--- config.mk ---
export PLATFORM = sky130hd
export DESIGN_NAME = http_request_tokenizer_core
export DESIGN_NICKNAME = d
export VERILOG_FILES = /design/src/hrt_pkg.sv /design/src/hrt_step.sv /design/src/hrt_obuf.sv /design/src/http_request_tokenizer_core.sv
export SDC_FILE = /design/constraint.sdc
export NUM_CORES = 1
export LEC_CHECK = 0
export BUFFER_PORTS_ARGS = -buffer_cell sky130_fd_sc_hd__clkbuf_2
export CELL_PAD_IN_SITES_DETAIL_PLACEMENT = 0
export CELL_PAD_IN_SITES_GLOBAL_PLACEMENT = 1
export CORE_UTILIZATION = 32
export CTS_BUF_LIST = sky130_fd_sc_hd__clkbuf_8
export DETAILED_ROUTE_END_ITERATION = 6
export PLACE_DENSITY_LB_ADDON = 0.1
export SYNTH_ARGS = -nofsm -noshare
export SYNTH_HDL_FRONTEND = slang
export SYNTH_SLANG_ARGS = --single-unit
--- constraint.sdc ---
create_clock -name clk -period 3.5 [get_ports clk]
set_input_delay 0.35 -clock clk [delete_from_list [all_inputs] [get_ports clk]]
set_output_delay 0.35 -clock clk [all_outputs]
set_load 0.005 [all_outputs]
--- src/hrt_pkg.sv ---
`default_nettype none

package hrt_pkg;

  // Character codes that terminate tokens.
  localparam logic [7:0] ChSpace = 8'h20;
  localparam logic [7:0] ChColon = 8'h3A;
  localparam logic [7:0] ChNl    = 8'h0A;

  // Parse phases.
  localparam logic [3:0] PhMethod   = 4'd0;
  localparam logic [3:0] PhUrlSkip  = 4'd1;
  localparam logic [3:0] PhUrl      = 4'd2;
  localparam logic [3:0] PhVerSkip  = 4'd3;
  localparam logic [3:0] PhVer      = 4'd4;
  localparam logic [3:0] PhLine     = 4'd5;
  localparam logic [3:0] PhName     = 4'd6;
  localparam logic [3:0] PhNameSkip = 4'd7;
  localparam logic [3:0] PhValue    = 4'd8;
  localparam logic [3:0] PhDone     = 4'd9;

  // Event kinds.
  localparam logic [1:0] EvByte = 2'd0;
  localparam logic [1:0] EvEnd  = 2'd1;
  localparam logic [1:0] EvFin  = 2'd2;

  // Field kinds.
  localparam logic [2:0] FkMethod = 3'd0;
  localparam logic [2:0] FkUrl    = 3'd1;
  localparam logic [2:0] FkVer    = 3'd2;
  localparam logic [2:0] FkName   = 3'd3;
  localparam logic [2:0] FkValue  = 3'd4;

  // Most results one byte can cause.
  localparam logic [1:0] MaxRes = 2'd3;

  typedef struct packed {
    logic [3:0] phase;
    logic [7:0] held;
    logic       held_v;
    logic [1:0] lsc;
  } tok_state_t;

  typedef struct packed {
    logic [1:0] ev;
    logic [2:0] fk;
    logic [7:0] pb;
  } tok_res_t;

  typedef struct packed {
    tok_res_t [2:0] res;
    logic [1:0]     cnt;
  } tok_bundle_t;

  typedef struct packed {
    tok_state_t  st;
    tok_bundle_t bd;
  } tok_ctx_t;

  localparam tok_state_t StReset = '{phase: PhMethod, held: 8'd0, held_v: 1'b0, lsc: 2'd0};

  // Appends one result to the bundle; results beyond the limit are dropped.
  function automatic tok_ctx_t emit(tok_ctx_t c, logic [1:0] ev, logic [2:0] fk,
                                    logic [7:0] pb);
    tok_ctx_t r;
    r = c;
    if (c.bd.cnt != MaxRes) begin
      r.bd.res[c.bd.cnt].ev = ev;
      r.bd.res[c.bd.cnt].fk = fk;
      r.bd.res[c.bd.cnt].pb = pb;
      r.bd.cnt = c.bd.cnt + 2'd1;
    end
    return r;
  endfunction

  // Runs one byte through every phase except the start of a header line.
  function automatic tok_ctx_t feed(tok_ctx_t c, logic [7:0] b);
    tok_ctx_t r;
    logic     skip;
    r = c;
    skip = 1'b0;
    // Space-skipping phases either swallow the byte or open the next token.
    case (r.st.phase)
      PhUrlSkip: begin
        if (b == ChSpace) skip = 1'b1;
        else r.st.phase = PhUrl;
      end
      PhVerSkip: begin
        if (b == ChSpace) skip = 1'b1;
        else r.st.phase = PhVer;
      end
      PhNameSkip: begin
        if (b == ChSpace) skip = 1'b1;
        else begin
          r.st.phase = PhValue;
          r.st.held_v = 1'b0;
        end
      end
      default: ;
    endcase
    if (!skip) begin
      case (r.st.phase)
        PhMethod: begin
          if (b == ChSpace) begin
            r = emit(r, EvEnd, FkMethod, 8'd0);
            r.st.phase = PhUrlSkip;
          end else r = emit(r, EvByte, FkMethod, b);
        end
        PhUrl: begin
          if (b == ChSpace) begin
            r = emit(r, EvEnd, FkUrl, 8'd0);
            r.st.phase = PhVerSkip;
          end else r = emit(r, EvByte, FkUrl, b);
        end
        PhVer: begin
          if (b == ChNl) begin
            r = emit(r, EvEnd, FkVer, 8'd0);
            r.st.phase = PhLine;
            r.st.lsc = 2'd0;
          end else r = emit(r, EvByte, FkVer, b);
        end
        PhName: begin
          if (b == ChColon || b == ChNl || b == ChSpace) begin
            r = emit(r, EvEnd, FkName, 8'd0);
            r.st.phase = PhNameSkip;
          end else r = emit(r, EvByte, FkName, b);
        end
        PhValue: begin
          if (b == ChNl) begin
            r.st.held_v = 1'b0;
            r = emit(r, EvEnd, FkValue, 8'd0);
            r.st.phase = PhLine;
            r.st.lsc = 2'd0;
          end else begin
            // One-byte holdback drops the byte before the newline.
            if (r.st.held_v) r = emit(r, EvByte, FkValue, r.st.held);
            r.st.held = b;
            r.st.held_v = 1'b1;
          end
        end
        default: ;
      endcase
    end
    return r;
  endfunction

endpackage

`default_nettype wire

--- src/hrt_step.sv ---
`default_nettype none

module hrt_step
  import hrt_pkg::*;
(
  input  tok_state_t  st_i,
  input  logic [7:0]  req_byte_i,
  input  logic        req_last_i,
  output tok_state_t  st_nxt_o,
  output tok_bundle_t bd_o
);

  tok_ctx_t c;

  // Next parse state and the results of one byte.
  always_comb begin
    c.st = st_i;
    c.bd = '0;
    if (st_i.phase == PhLine) begin
      // Header line start: a newline in the first two bytes ends the headers.
      if (req_byte_i == ChNl) begin
        c.st.phase = PhDone;
        c.st.lsc = 2'd0;
      end else if (st_i.lsc == 2'd0) begin
        if (!req_last_i) begin
          c.st.held = req_byte_i;
          c.st.held_v = 1'b0;
          c.st.lsc = 2'd1;
        end
      end else begin
        c.st.lsc = 2'd0;
        if (!req_last_i) begin
          c.st.phase = PhName;
          c = feed(c, st_i.held);
          c = feed(c, req_byte_i);
        end
      end
    end else if (st_i.phase <= PhValue) begin
      c = feed(c, req_byte_i);
    end

    // The last byte closes any open token and finishes the request.
    if (req_last_i) begin
      case (c.st.phase)
        PhMethod: c = emit(c, EvEnd, FkMethod, 8'd0);
        PhUrl:    c = emit(c, EvEnd, FkUrl, 8'd0);
        PhVer:    c = emit(c, EvEnd, FkVer, 8'd0);
        PhName:   c = emit(c, EvEnd, FkName, 8'd0);
        PhValue:  c = emit(c, EvEnd, FkValue, 8'd0);
        default: ;
      endcase
      c = emit(c, EvFin, FkMethod, 8'd0);
      c.st = StReset;
    end
  end

  assign st_nxt_o = c.st;
  assign bd_o = c.bd;

endmodule

`default_nettype wire

--- src/hrt_obuf.sv ---
`default_nettype none

module hrt_obuf
  import hrt_pkg::*;
(
  input  wire         clk,
  input  wire         rst_n,
  input  wire         load_i,
  input  tok_bundle_t load_bd_i,
  output logic        free_o,
  output logic        out_valid,
  input  wire         out_stall,
  output logic [1:0]  out_event_kind,
  output logic [2:0]  out_field_kind,
  output logic [7:0]  out_payload_byte,
  output logic        out_final_result
);

  tok_bundle_t bd_r;
  logic        valid_r, valid_nxt;
  logic [1:0]  pos_r, pos_nxt;
  logic        out_fire, at_end;

  assign out_fire = valid_r && !out_stall;
  assign at_end   = (pos_r == bd_r.cnt - 2'd1);

  // The buffer can take a new bundle when empty or when its last result leaves now.
  assign free_o = !valid_r || (out_fire && at_end);

  // Sequence through the stored results one transaction at a time.
  always_comb begin
    valid_nxt = valid_r;
    pos_nxt = pos_r;
    if (out_fire) begin
      if (at_end) valid_nxt = 1'b0;
      else pos_nxt = pos_r + 2'd1;
    end
    if (load_i) begin
      valid_nxt = 1'b1;
      pos_nxt = 2'd0;
    end
  end

  always_ff @(posedge clk) begin
    if (!rst_n) begin
      valid_r <= 1'b0;
      pos_r <= 2'd0;
    end else begin
      valid_r <= valid_nxt;
      pos_r <= pos_nxt;
    end
  end

  always_ff @(posedge clk) begin
    if (load_i) bd_r <= load_bd_i;
  end

  assign out_valid        = valid_r;
  assign out_event_kind   = bd_r.res[pos_r].ev;
  assign out_field_kind   = bd_r.res[pos_r].fk;
  assign out_payload_byte = bd_r.res[pos_r].pb;
  assign out_final_result = at_end;

endmodule

`default_nettype wire

--- src/http_request_tokenizer_core.sv ---
// Streaming tokenizer for the head of an HTTP request. Bytes enter one per
// transaction and leave as labeled results: payload bytes tagged method, URL,
// version, header name or header value, token-end events at terminators, and
// a request-finished event after the byte marked last. A byte that causes at
// most one result is taken every cycle while the output is not stalled; a
// byte that causes n results (n up to three) holds the result buffer until
// all n have left, since the output moves one result per transaction. A new
// byte is taken in the same cycle that the final result of the previous byte
// leaves. The last byte before a header value's newline is dropped, CR or not.

`default_nettype none

module http_request_tokenizer_core
  import hrt_pkg::*;
(
  input  wire        clk,
  input  wire        rst_n,
  input  wire        in_valid,
  output logic       in_stall,
  input  wire [7:0]  in_req_byte,
  input  wire        in_req_last,
  output logic       out_valid,
  input  wire        out_stall,
  output logic [1:0] out_event_kind,
  output logic [2:0] out_field_kind,
  output logic [7:0] out_payload_byte,
  output logic       out_final_result
);

  tok_state_t  st_r, st_nxt;
  tok_bundle_t bd;
  logic        free, in_fire;

  hrt_step u_step (
    .st_i       (st_r),
    .req_byte_i (in_req_byte),
    .req_last_i (in_req_last),
    .st_nxt_o   (st_nxt),
    .bd_o       (bd)
  );

  assign in_stall = !free;
  assign in_fire  = in_valid && free;

  // Parse state advances on every accepted byte.
  always_ff @(posedge clk) begin
    if (!rst_n) begin
      st_r <= StReset;
    end else if (in_fire) begin
      st_r <= st_nxt;
    end
  end

  hrt_obuf u_obuf (
    .clk              (clk),
    .rst_n            (rst_n),
    .load_i           (in_fire && (bd.cnt != 2'd0)),
    .load_bd_i        (bd),
    .free_o           (free),
    .out_valid        (out_valid),
    .out_stall        (out_stall),
    .out_event_kind   (out_event_kind),
    .out_field_kind   (out_field_kind),
    .out_payload_byte (out_payload_byte),
    .out_final_result (out_final_result)
  );

endmodule

`default_nettype wire

; Word level (Yosys, flattened, before mapping)
; Index checks and enable logic that the tools add are counted.
; Widths: inputs -> output; s select.
[totals]
ff_bits = 59
input_bits = 13
out_inout_bits = 16
elab_cells = 222
[op_classes]
n_addsub = 5
n_lt_le_gt_ge = 8
eq_ne = 29
mux = 135
bitwise_logic = 2
reduce_logical = 27
[op_table]
columns = cell, n
row1 = $bwmux 39, 32
row2 = $mux 56, 18
row3 = $mux 41, 18
row4 = $pmux 56 s5, 2
row5 = $demux 13 s2, 9
row6 = $pmux 41 s5, 1
row7 = $mux 13, 5
row8 = $mux 4, 14
row9 = $mux 11, 5
row10 = $mux 53, 1
row11 = $eq 4x3->1 const B, 9
row12 = $eq 8x6->1 const B, 4
row13 = $bmux 13 s2, 1
row14 = $mux 8, 3
row15 = $pmux 4 s3, 2
row16 = $mux 1, 22
row17 = $eq 4x2->1 const B, 5
row18 = $eq 8x4->1 const B, 2
row19 = $eq 4x4->1 const B, 3
row20 = $logic_not 4->1, 3
row21 = $lt 2x3->1 const B, 4
row22 = $mux 9, 1
row23 = $add 2x1->2 const B, 4
row24 = $eq 4x1->1 const B, 2
row25 = 15 further kinds, 36

; Longest topological paths before layout
; Gate-level depths: netlist (run 1).
[depth]
ltp_word = 46
depth_mapped = 9
mapped_depth_nobuf = 7

; By module
; A second synthesis (run 1) with hierarchy kept.
[unflattened]
hier_cells = 412
hier_area_um2 = 3763.6
[by_module_without_submodules]
columns = mod, instances, cells_each, area_per_inst_um2, seq_area_each_um2
row1 = hrt_obuf, 1, 108, 1714.1, 1291.2
row2 = hrt_step, 1, 234, 1465.2, 0.0
row3 = http_request_tokenizer_core, 1, 70, 584.3, 300.3

; Least setup slack after synthesis (run 1)
; No wires, ideal clock.
[synth_timing]
kind = in2reg
startpoint = input port in_req_byte[4]
endpoint = register u_obuf.bd_r[0] (netlist name), enable pin
setup_time_ns = 0.377
t_arrival_ns = 2.230
required_ns = 3.123
slack_ns = 0.893
stages = 7
path_buffers = 1
cell_sequence = buf_4 > or4b_4 > o21ai_4 > a21oi_2 > o211a_4 > nor2_8 > o31a_2
[synth_via]
elab_chain_len = 23
[synth_rtl]
columns = item, line_no
row1 = "start, declared", http_request_tokenizer_core.sv:20  ; input wire [7:0] in_req_byte,
row2 = $eq 8x6->1, -
row3 = $mux 4 (tied with other cells), hrt_pkg.sv:93  ; if (b == ChSpace) skip = 1'b1;
row4 = $pmux 4 s3 / $mux 1 (equally long branches), hrt_pkg.sv:83  ; case (r.st.phase)
row5 = $mux 4 / $mux 1 (equally long branches), hrt_step.sv:32  ; if (!req_last_i) begin
row6 = $mux 4 / $mux 1 (equally long branches), hrt_step.sv:24  ; end else if (st_i.lsc == 2'd0) begin
row7 = $mux 4 / $mux 1 (equally long branches), hrt_step.sv:21  ; if (req_byte_i == ChNl) begin
row8 = $mux 4 / $mux 1 (equally long branches), hrt_step.sv:19  ; if (st_i.phase == PhLine) begin
row9 = $eq 4x4->1 (tied with other cells), hrt_pkg.sv:102  ; case (r.st.phase)
row10 = (+8 left out), -
row11 = $pmux 41 s5, hrt_step.sv:44  ; case (c.st.phase)
row12 = $mux 41, hrt_step.sv:43  ; if (req_last_i) begin
row13 = $add 2x1->2 / $ne 2x2->1 (equally long branches), "hrt_pkg.sv:71, hrt_pkg.sv:67"
row14 = $mux 41, hrt_pkg.sv:67  ; if (c.bd.cnt != MaxRes) begin
row15 = $mux 56 (*), hrt_step.sv:43
row16 = $reduce_bool 2->1 (*), http_request_tokenizer_core.sv:57  ; .load_i (in_fire && (bd.cnt != 2'd0)),
row17 = $logic_and 1x1->1 (*), http_request_tokenizer_core.sv:57
row18 = net u_obuf.load_i, hrt_obuf.sv:8  ; input wire load_i,
row19 = "end signal, assigned", hrt_obuf.sv:55  ; if (load_i) bd_r <= load_bd_i;
row20 = "end, declared", hrt_obuf.sv:19  ; tok_bundle_t bd_r;
; Mark *: on every way through the listed nets, which the timed path passes. The rest lies on a longest branch. The select of a mux whose other input is x is not followed.
; A chain may end at the register's enable or synchronous reset.

; Worst setup path after layout (run 1)
[layout_timing]
startpoint = register st_r[13] (netlist name)
endpoint = register u_obuf.bd_r[12] (netlist name), enable pin
[layout_via]
elab_chain_len = 19
[layout_rtl]
columns = item, line_no
row1 = "start, declared", http_request_tokenizer_core.sv:30  ; tok_state_t st_r, st_nxt;
row2 = "start signal, assigned", http_request_tokenizer_core.sv:48  ; st_r <= StReset;
row3 = "start signal, assigned", http_request_tokenizer_core.sv:50  ; st_r <= st_nxt;
row4 = "parallel branches: the longest is 9 deep, another holds $pmux 56 s5", -
row5 = $mux 56 (*), hrt_step.sv:19
row6 = $add 2x1->2 / $ne 2x2->1 (equally long branches), "hrt_pkg.sv:71, hrt_pkg.sv:67"
row7 = $mux 41, hrt_pkg.sv:67
row8 = $pmux 41 s5, hrt_step.sv:44
row9 = $mux 41, hrt_step.sv:43
row10 = $add 2x1->2 / $ne 2x2->1 (equally long branches), "hrt_pkg.sv:71, hrt_pkg.sv:67"
row11 = $mux 41, hrt_pkg.sv:67
row12 = $mux 56 (*), hrt_step.sv:43
row13 = $reduce_bool 2->1 (*), http_request_tokenizer_core.sv:57
row14 = $logic_and 1x1->1 (*), http_request_tokenizer_core.sv:57
row15 = net u_obuf.load_i, hrt_obuf.sv:8
; Mark *: on every way through the listed nets, which the timed path passes. The select of a mux whose other input is x is not followed.

==> flow_metrics.tcl, run 1 <==
set metrics [dict create \
    crit_type "flip-flop to flip-flop" \
    initialDrtViolationCount 101 \
    grt.overflow.total 0 \
    synth_compound_area_frac 0.212 \
    cts_hold_buffers 0 \
    ios 29 \
    root_buffer "clkbuf_8" \
    critPathBufInv 1 \
    drv_cap 0 \
    grt_max_degree 36 \
    relSlewSlack 0.454 \
    drc 0 \
    die_y_um 98.8 \
    fin_crit_ns 2.75 \
    leakage_nw 1.23 \
    nNetsFinal 343 \
    via_per_inst 5.32 \
    critPathLaunchType "flip-flop" \
    vias 2337 \
    yosysWarnings 0 \
    path_cells "nand4bb_4 > nor3_1 > nand2_1 > o211a_4 > nor2_8 > o31a_2 > buf_4" \
    yosysSeqAreaShare 0.451 \
    ys_types 65 \
    layout_common_cells "edfxtp_1, nand2_1, nor2_1, clkbuf_2, o21ai_0" \
    place.port_buffers 28 \
    clk_latency_ns 0.31 \
    start_util 0.337 \
    place_congestion 0.896 \
    synth_top_family_by_area "simple AND/OR/NAND/NOR gates" \
    fmax_ghz 0.363 \
    area.growth.synth_to_final_pct 11.4 \
    finalWorstSetupSlack_ns 0.748 \
    synth_top_area_cell "edfxtp_1" \
    dieArea_um2 9760 \
    synthAdderAreaFrac 0 \
    syn_inst 303 \
    path_max_fanout 35 \
    ir_drop_uv 159 \
    worst_slew_pin_slew_ns 0.818 \
    cts.clk_slew.worst_paths_ns 0.10 \
    pre_cts_ws_ns 0.675 \
    hold_path.class "input port to flip-flop" \
    htree_num_levels 2 \
    cpMaxStageDelayCell "dfxtp_1" \
    wl_mm 7.06 \
    ys.flop_type "edfxtp_1" \
    hpwlAfterDp_mm 5.30 \
    cp.arrival_ns 2.71 \
    drtPass1Iterations 4 \
    synth-xor-area-share 0.0175 \
    synth_async_sr_flop_share 0 \
    cts_tree "done" \
    diodes 0 \
    cp_top_family "simple AND/OR/NAND/NOR gates" \
    layout-drive-gt1-share 0.196 \
    synthMuxAreaShare 0.0534 \
    clock_skew_ns 0.0114 \
    cts_resized 0 \
    cts_buffers 5 \
    wire_per_inst_um 16.1 \
    netlist.area_leader.share 0.331 \
    maxSlewViolCount 0 \
    finalCritPeriodShare 0.786 \
    cp_slowest_stage_delay_ns 0.70 \
    cts_setup_buffers 0 \
    syn_area_um2 3000 \
    rsz0062_at_grt "no" \
    finalSetupTns_ns 0 \
    final_common_cell "edfxtp_1" \
    avgSynthCellArea_um2 9.89 \
    ant_nets 0 \
    grt_pass1_vias 2145 \
    final-setup-viol-count 0 \
    synthSimpleGateAreaFrac 0.225 \
    synth_edf_count 33 \
    grt_usage 0.150 \
    yosys-top-cells-area "edfxtp_1, dfxtp_1, mux2i_1" \
    clkSinkCount 51 \
    antenna_found_initial 0 \
    power.density_nw_per_um2 343 \
    status "finished, final reports clean" \
    rows 34 \
    synth-seq-cells 51 \
    cp.required_ns 3.46 \
    cts.path.max_buffers 2 \
    grt_pass1_wl_mm 11.5 \
    die_w_um 98.8 \
    end_kind "flip-flop" \
    core-area_um2 8890 \
    finalHoldViolCount 0 \
]
## where the power goes
group | switching, mW | internal, mW | leakage (nW)
clock network | 0.210 | 0.148 | 0.0502
registers | 0.00877 | 0.667 | 0.466
logic | 0.0686 | 0.0417 | 0.710
## per-stage QoR
stage	instance area (um^2)	hold slack, ns	power [mW]	std cells	util
after detailed placement	3240	0.480	0.800	431	0.365
after floorplan	3010	0.453	0.755	306	-
after global routing	3340	0.341	1.20	439	0.376
after CTS	3340	0.345	1.16	439	0.376
final	3340	0.343	1.14	439	0.376
after global placement	3240	0.468	0.800	431	0.365
## layout make-up
class	count	area, um^2
inverter	9	33.8
fill	922	5550
sequential	51	1350
multi-input combinational	229	1540
clock inverter	3	28.8
tap	108	135
clock buffer	5	68.8
timing repair buffer	34	185
## synthesized netlist by cell type (all sizes together) (2+ instances only)
| master | number |
|---|---|
| o22ai | 2 |
| o211ai | 4 |
| a21oi | 13 |
| a31oi | 5 |
| edfxtp | 33 |
| and2 | 6 |
| a32oi | 2 |
| a21boi | 5 |
| inv | 9 |
| nor2 | 30 |
| xnor2 | 4 |
| o31ai | 2 |
| nor4b | 3 |
| buf | 12 |
| nor3 | 8 |
| o21ai | 32 |
| nand2b | 2 |
| a21o | 2 |
| mux2i | 16 |
| or4 | 2 |
| nor2b | 8 |
| a22o | 13 |
| nand2 | 30 |
| and3 | 6 |
| nor4 | 4 |
| a211oi | 2 |
| nand3 | 6 |
| xor2 | 2 |
| clkbuf | 5 |
| a22oi | 3 |
| dfxtp | 18 |
## cell families (layout without fill, tap and decap cells)
kind of cell,count (synthesis),in the layout
and+or+nand+nor,113,113
xor gates and xnor gates,6,6
muxes,16,16
DFF,51,51
AOI/OAI and AO/OA,90,90
buffers and inverters,26,51
other,1,4
## layer usage
layer / track usage / vias to the layer above / part of all wire
met4: 0.0620 / 0 / 0.032
met2: 0.223 / 55 / 0.43
met5: 0 / - / 0
li1: - / 1171 / -
met1: 0.218 / 1097 / 0.51
met3: 0.0227 / 14 / 0.034
## flip-flops by register name, indices dropped and copies added (netlist names)
name              cells
u_obuf.pos_r          2
st_r                 15
u_obuf.out_valid      1
u_obuf.bd_r          33
## path summary, 6_finish.rpt
path                            slack (ns)  depth (start not counted)      from          endpoint
worst min register to register        0.49                          1   st_r[1]           st_r[1]
worst min-delay path                  0.34                          3  in_valid  u_obuf.out_valid
worst max-delay path                  0.75                          7  st_r[13]   u_obuf.bd_r[12]
worst max register to register        0.75                          7  st_r[13]   u_obuf.bd_r[12]
## worst reg2reg max path, stage by stage, from the launching register on
cell	delay (ns)
dfxtp_1	0.70
nand4bb_4	0.23
nor3_1	0.34
nand2_1	0.21
o211a_4	0.21
nor2_8	0.19
o31a_2	0.16
buf_4	0.37
(Power assumes the default switching activity.)
==> inputs of run 2 (changes only) <==
Settings changed: ABC_AREA from default to 1.
Clock period 3.5 ns to 2.2 ns, I/O delays scaled along.
==> run 2 against run 1 <==
The run now ends with setup timing left. Worst hold slack lost 0.15 ns. Clock skew fell by 0.0049 ns. Wire length grew 34%. First-iteration DRC count grew 58%. Sequential power rose by 59%. Synthesized cell count grew 34%. Maximum frequency grew 25%. Synthesized area rose by 3.2%. Sequential share of layout area is 10 points lower. Critical path depth grew 9. Power grew 76%. Critical path type unchanged. Largest power group unchanged.
==> flow_metrics.tcl, run 2 <==
set metrics [dict create \
    end_kind "flip-flop" \
    power.density_nw_per_um2 444 \
    place_inst 626 \
    synth_top_area_cell "edfxtp_1" \
    leakage_nw 1.93 \
    yosys-top-cells-area "edfxtp_1, dfxtp_1, nand2_1" \
    netlist.area_leader.share 0.320 \
    cts_tree "done" \
    cts_hold_buffers 0 \
    ir_drop_uv 197 \
    p_comb_frac 0.137 \
    place_congestion 0.853 \
    min_from "in_req_byte[1]" \
    rows 35 \
    fin_crit_ns 2.21 \
    critPathLaunchType "flip-flop" \
    ant_nets 0 \
    diodes 0 \
    drtPass1Iterations 4 \
    yosysSeqAreaShare 0.437 \
    final_common_cell "buf_4" \
    rr_startpoint "st_r[11]" \
    crit_type "flip-flop to flip-flop" \
    area.growth.synth_to_final_pct 46.7 \
    syn_area_um2 3090 \
    synth_async_sr_flop_share 0 \
    wire_per_inst_um 14.6 \
    worst_slew_pin_slew_ns 0.714 \
    yosysWarnings 0 \
    p_switching_mw 0.498 \
    power.share.clock 0.333 \
    cp.required_ns 2.24 \
    clkSinkCount 51 \
    status "complete, but fails checks" \
    relSlewSlack 0.524 \
    place.port_buffers 28 \
    via_per_inst 4.77 \
    hpwlAfterDp_mm 7.18 \
    instances_no_fill 648 \
    rsz0062_at_grt "yes" \
    synthTopCellsByCount "nand2_1, nor2_1, inv_1" \
    synth_edf_count 33 \
    htree_num_levels 2 \
    cp.arrival_ns 2.25 \
    grt_usage 0.191 \
    dieArea_um2 10100 \
    maxSlewViolCount 0 \
    grt.overflow.total 0 \
    syn_inst 406 \
    antenna_found_initial 0 \
    fin_total_pwr_mw 2.01 \
    largest_reg_flops 33 \
    finalSetupTns_ns -0.0680 \
    seq_power_share 0.531 \
    die_y_um 100 \
    synth-seq-cells 51 \
    violations "setup timing" \
    avgSynthCellArea_um2 7.62 \
    root_buffer "clkbuf_8" \
    layout-drive-gt1-share 0.437 \
    p_int_mw 1.52 \
    fmax_ghz 0.453 \
    start_util 0.333 \
    ys_types 41 \
    cts.clk_slew.worst_paths_ns 0.10 \
    hold_path.class "input port to flip-flop" \
    drc 0 \
    top_register "u_obuf.bd_r" \
    finalWorstSetupSlack_ns -0.00783 \
    vias 3089 \
    cts.path.max_buffers 2 \
    initialDrtViolationCount 160 \
    final-setup-viol-count 10 \
    ios 29 \
    die_w_um 100 \
    nFillCells 953 \
    yosysMostFrequentCell "nand2_1" \
    startpoint "st_r[11]" \
    core-area_um2 9280 \
    layout_common_cells "buf_4, nand2_1, nor2_1" \
    grt_max_degree 20 \
    grt_pass1_wl_mm 15.0 \
    wl_mm 9.43 \
    drv_cap 0 \
    finalHoldViolCount 0 \
    nNetsFinal 531 \
    clock_skew_ns 0.00650 \
    switching_share 0.247 \
    finalCritPeriodShare 1.00 \
    cts_buffers 5 \
    clk_latency_ns 0.31 \
    grt_pass1_vias 2978 \
    reg_top3 "u_obuf.bd_r x33, st_r x15, u_obuf.pos_r x2" \
    path_max_fanout 5 \
    ys.flop_type "edfxtp_1" \
    fin_util 0.489 \
]
[run 2: power by group through the flow]
stage / sequential (mW) / combinational, mW / clock (mW)
after detailed placement: 1.09 / 0.224 / 0
after floorplan: 1.09 / 0.106 / 0
after global routing: 1.07 / 0.301 / 0.728
final: 1.07 / 0.275 / 0.670
after CTS: 1.07 / 0.225 / 0.694
after global placement: 1.09 / 0.226 / 0
[run 2: through the flow]
step                hold slack, ns  area (um^2)  setup slack, ns
finish                       0.194         4540         -0.00783
global placement             0.430         3940           -0.204
floorplan                    0.346         3130           -0.300
global route                 0.203         4540           -0.140
detailed placement           0.439         3940           -0.207
CTS                          0.207         4100          0.00177
[run 2: kinds of logic after synthesis]
family                 count (synthesis)  share of synthesized area
buffers and inverters                 60                     0.0756
flip-flops                            51                      0.437
XOR/XNOR                               1                    0.00283
other                                  1                    0.00121
AND/OR/NAND/NOR                      210                      0.330
AO/OA/AOI/OAI                         83                      0.153
[run 2: worst paths after layout]
kind	slack, ns	depth (start not counted)	endpoint
worst max-delay path	-0.008	16	u_obuf.bd_r[16]
worst min-delay path	0.19	3	st_r[4]
worst max register to register	-0.008	16	u_obuf.bd_r[16]
worst min register to register	0.45	2	st_r[1]
[run 2: metal layers]
layer | vias to the layer above | part of all wire | GRT usage
met2 | 54 | 0.47 | 0.317
met1 | 1440 | 0.49 | 0.264
met3 | 10 | 0.026 | 0.0230
met5 | - | 0 | 0
li1 | 1585 | - | -
met4 | 0 | 0.011 | 0.0446
[run 2: cell type report]
class | instances | area (um^2) | share of cell area
Multi-Input combinational cell | 298 | 1830 | 0.403
Sequential cell | 51 | 1370 | 0.301
Inverter | 51 | 206 | 0.0455
Clock buffer | 5 | 68.8 | 0.0152
Timing Repair Buffer | 110 | 860 | 0.189
Timing Repair inverter | 1 | 6.26 | 0.00138
Clock inverter | 3 | 41.3 | 0.00909
Tap cell | 129 | 161 | 0.0355
[run 2: repair_timing]
action / CTS / global route
pin swaps: 6 / 26
endpoints found under the hold margin: 0 / 0
buffers inserted: 4 / 7
gates resized for setup: 8 / 83
setup endpoints to repair: 52 / 59
cloned: 0 / 4
[run 2: critical path, stage by stage, from the launching register on]
cell and delay [ns]:
dfxtp_4 0.39, inv_4 0.04, nor2_4 0.08, nand2_2 0.08, nand2_4 0.11, nand2_4 0.09
nand2_4 0.07, nand2_4 0.06, nor2_4 0.17, nand2_4 0.09, inv_4 0.08, nand2_4 0.05
nand3_4 0.06, nand2_4 0.06, a31oi_4 0.21, buf_12 0.16, clkbuf_16 0.14
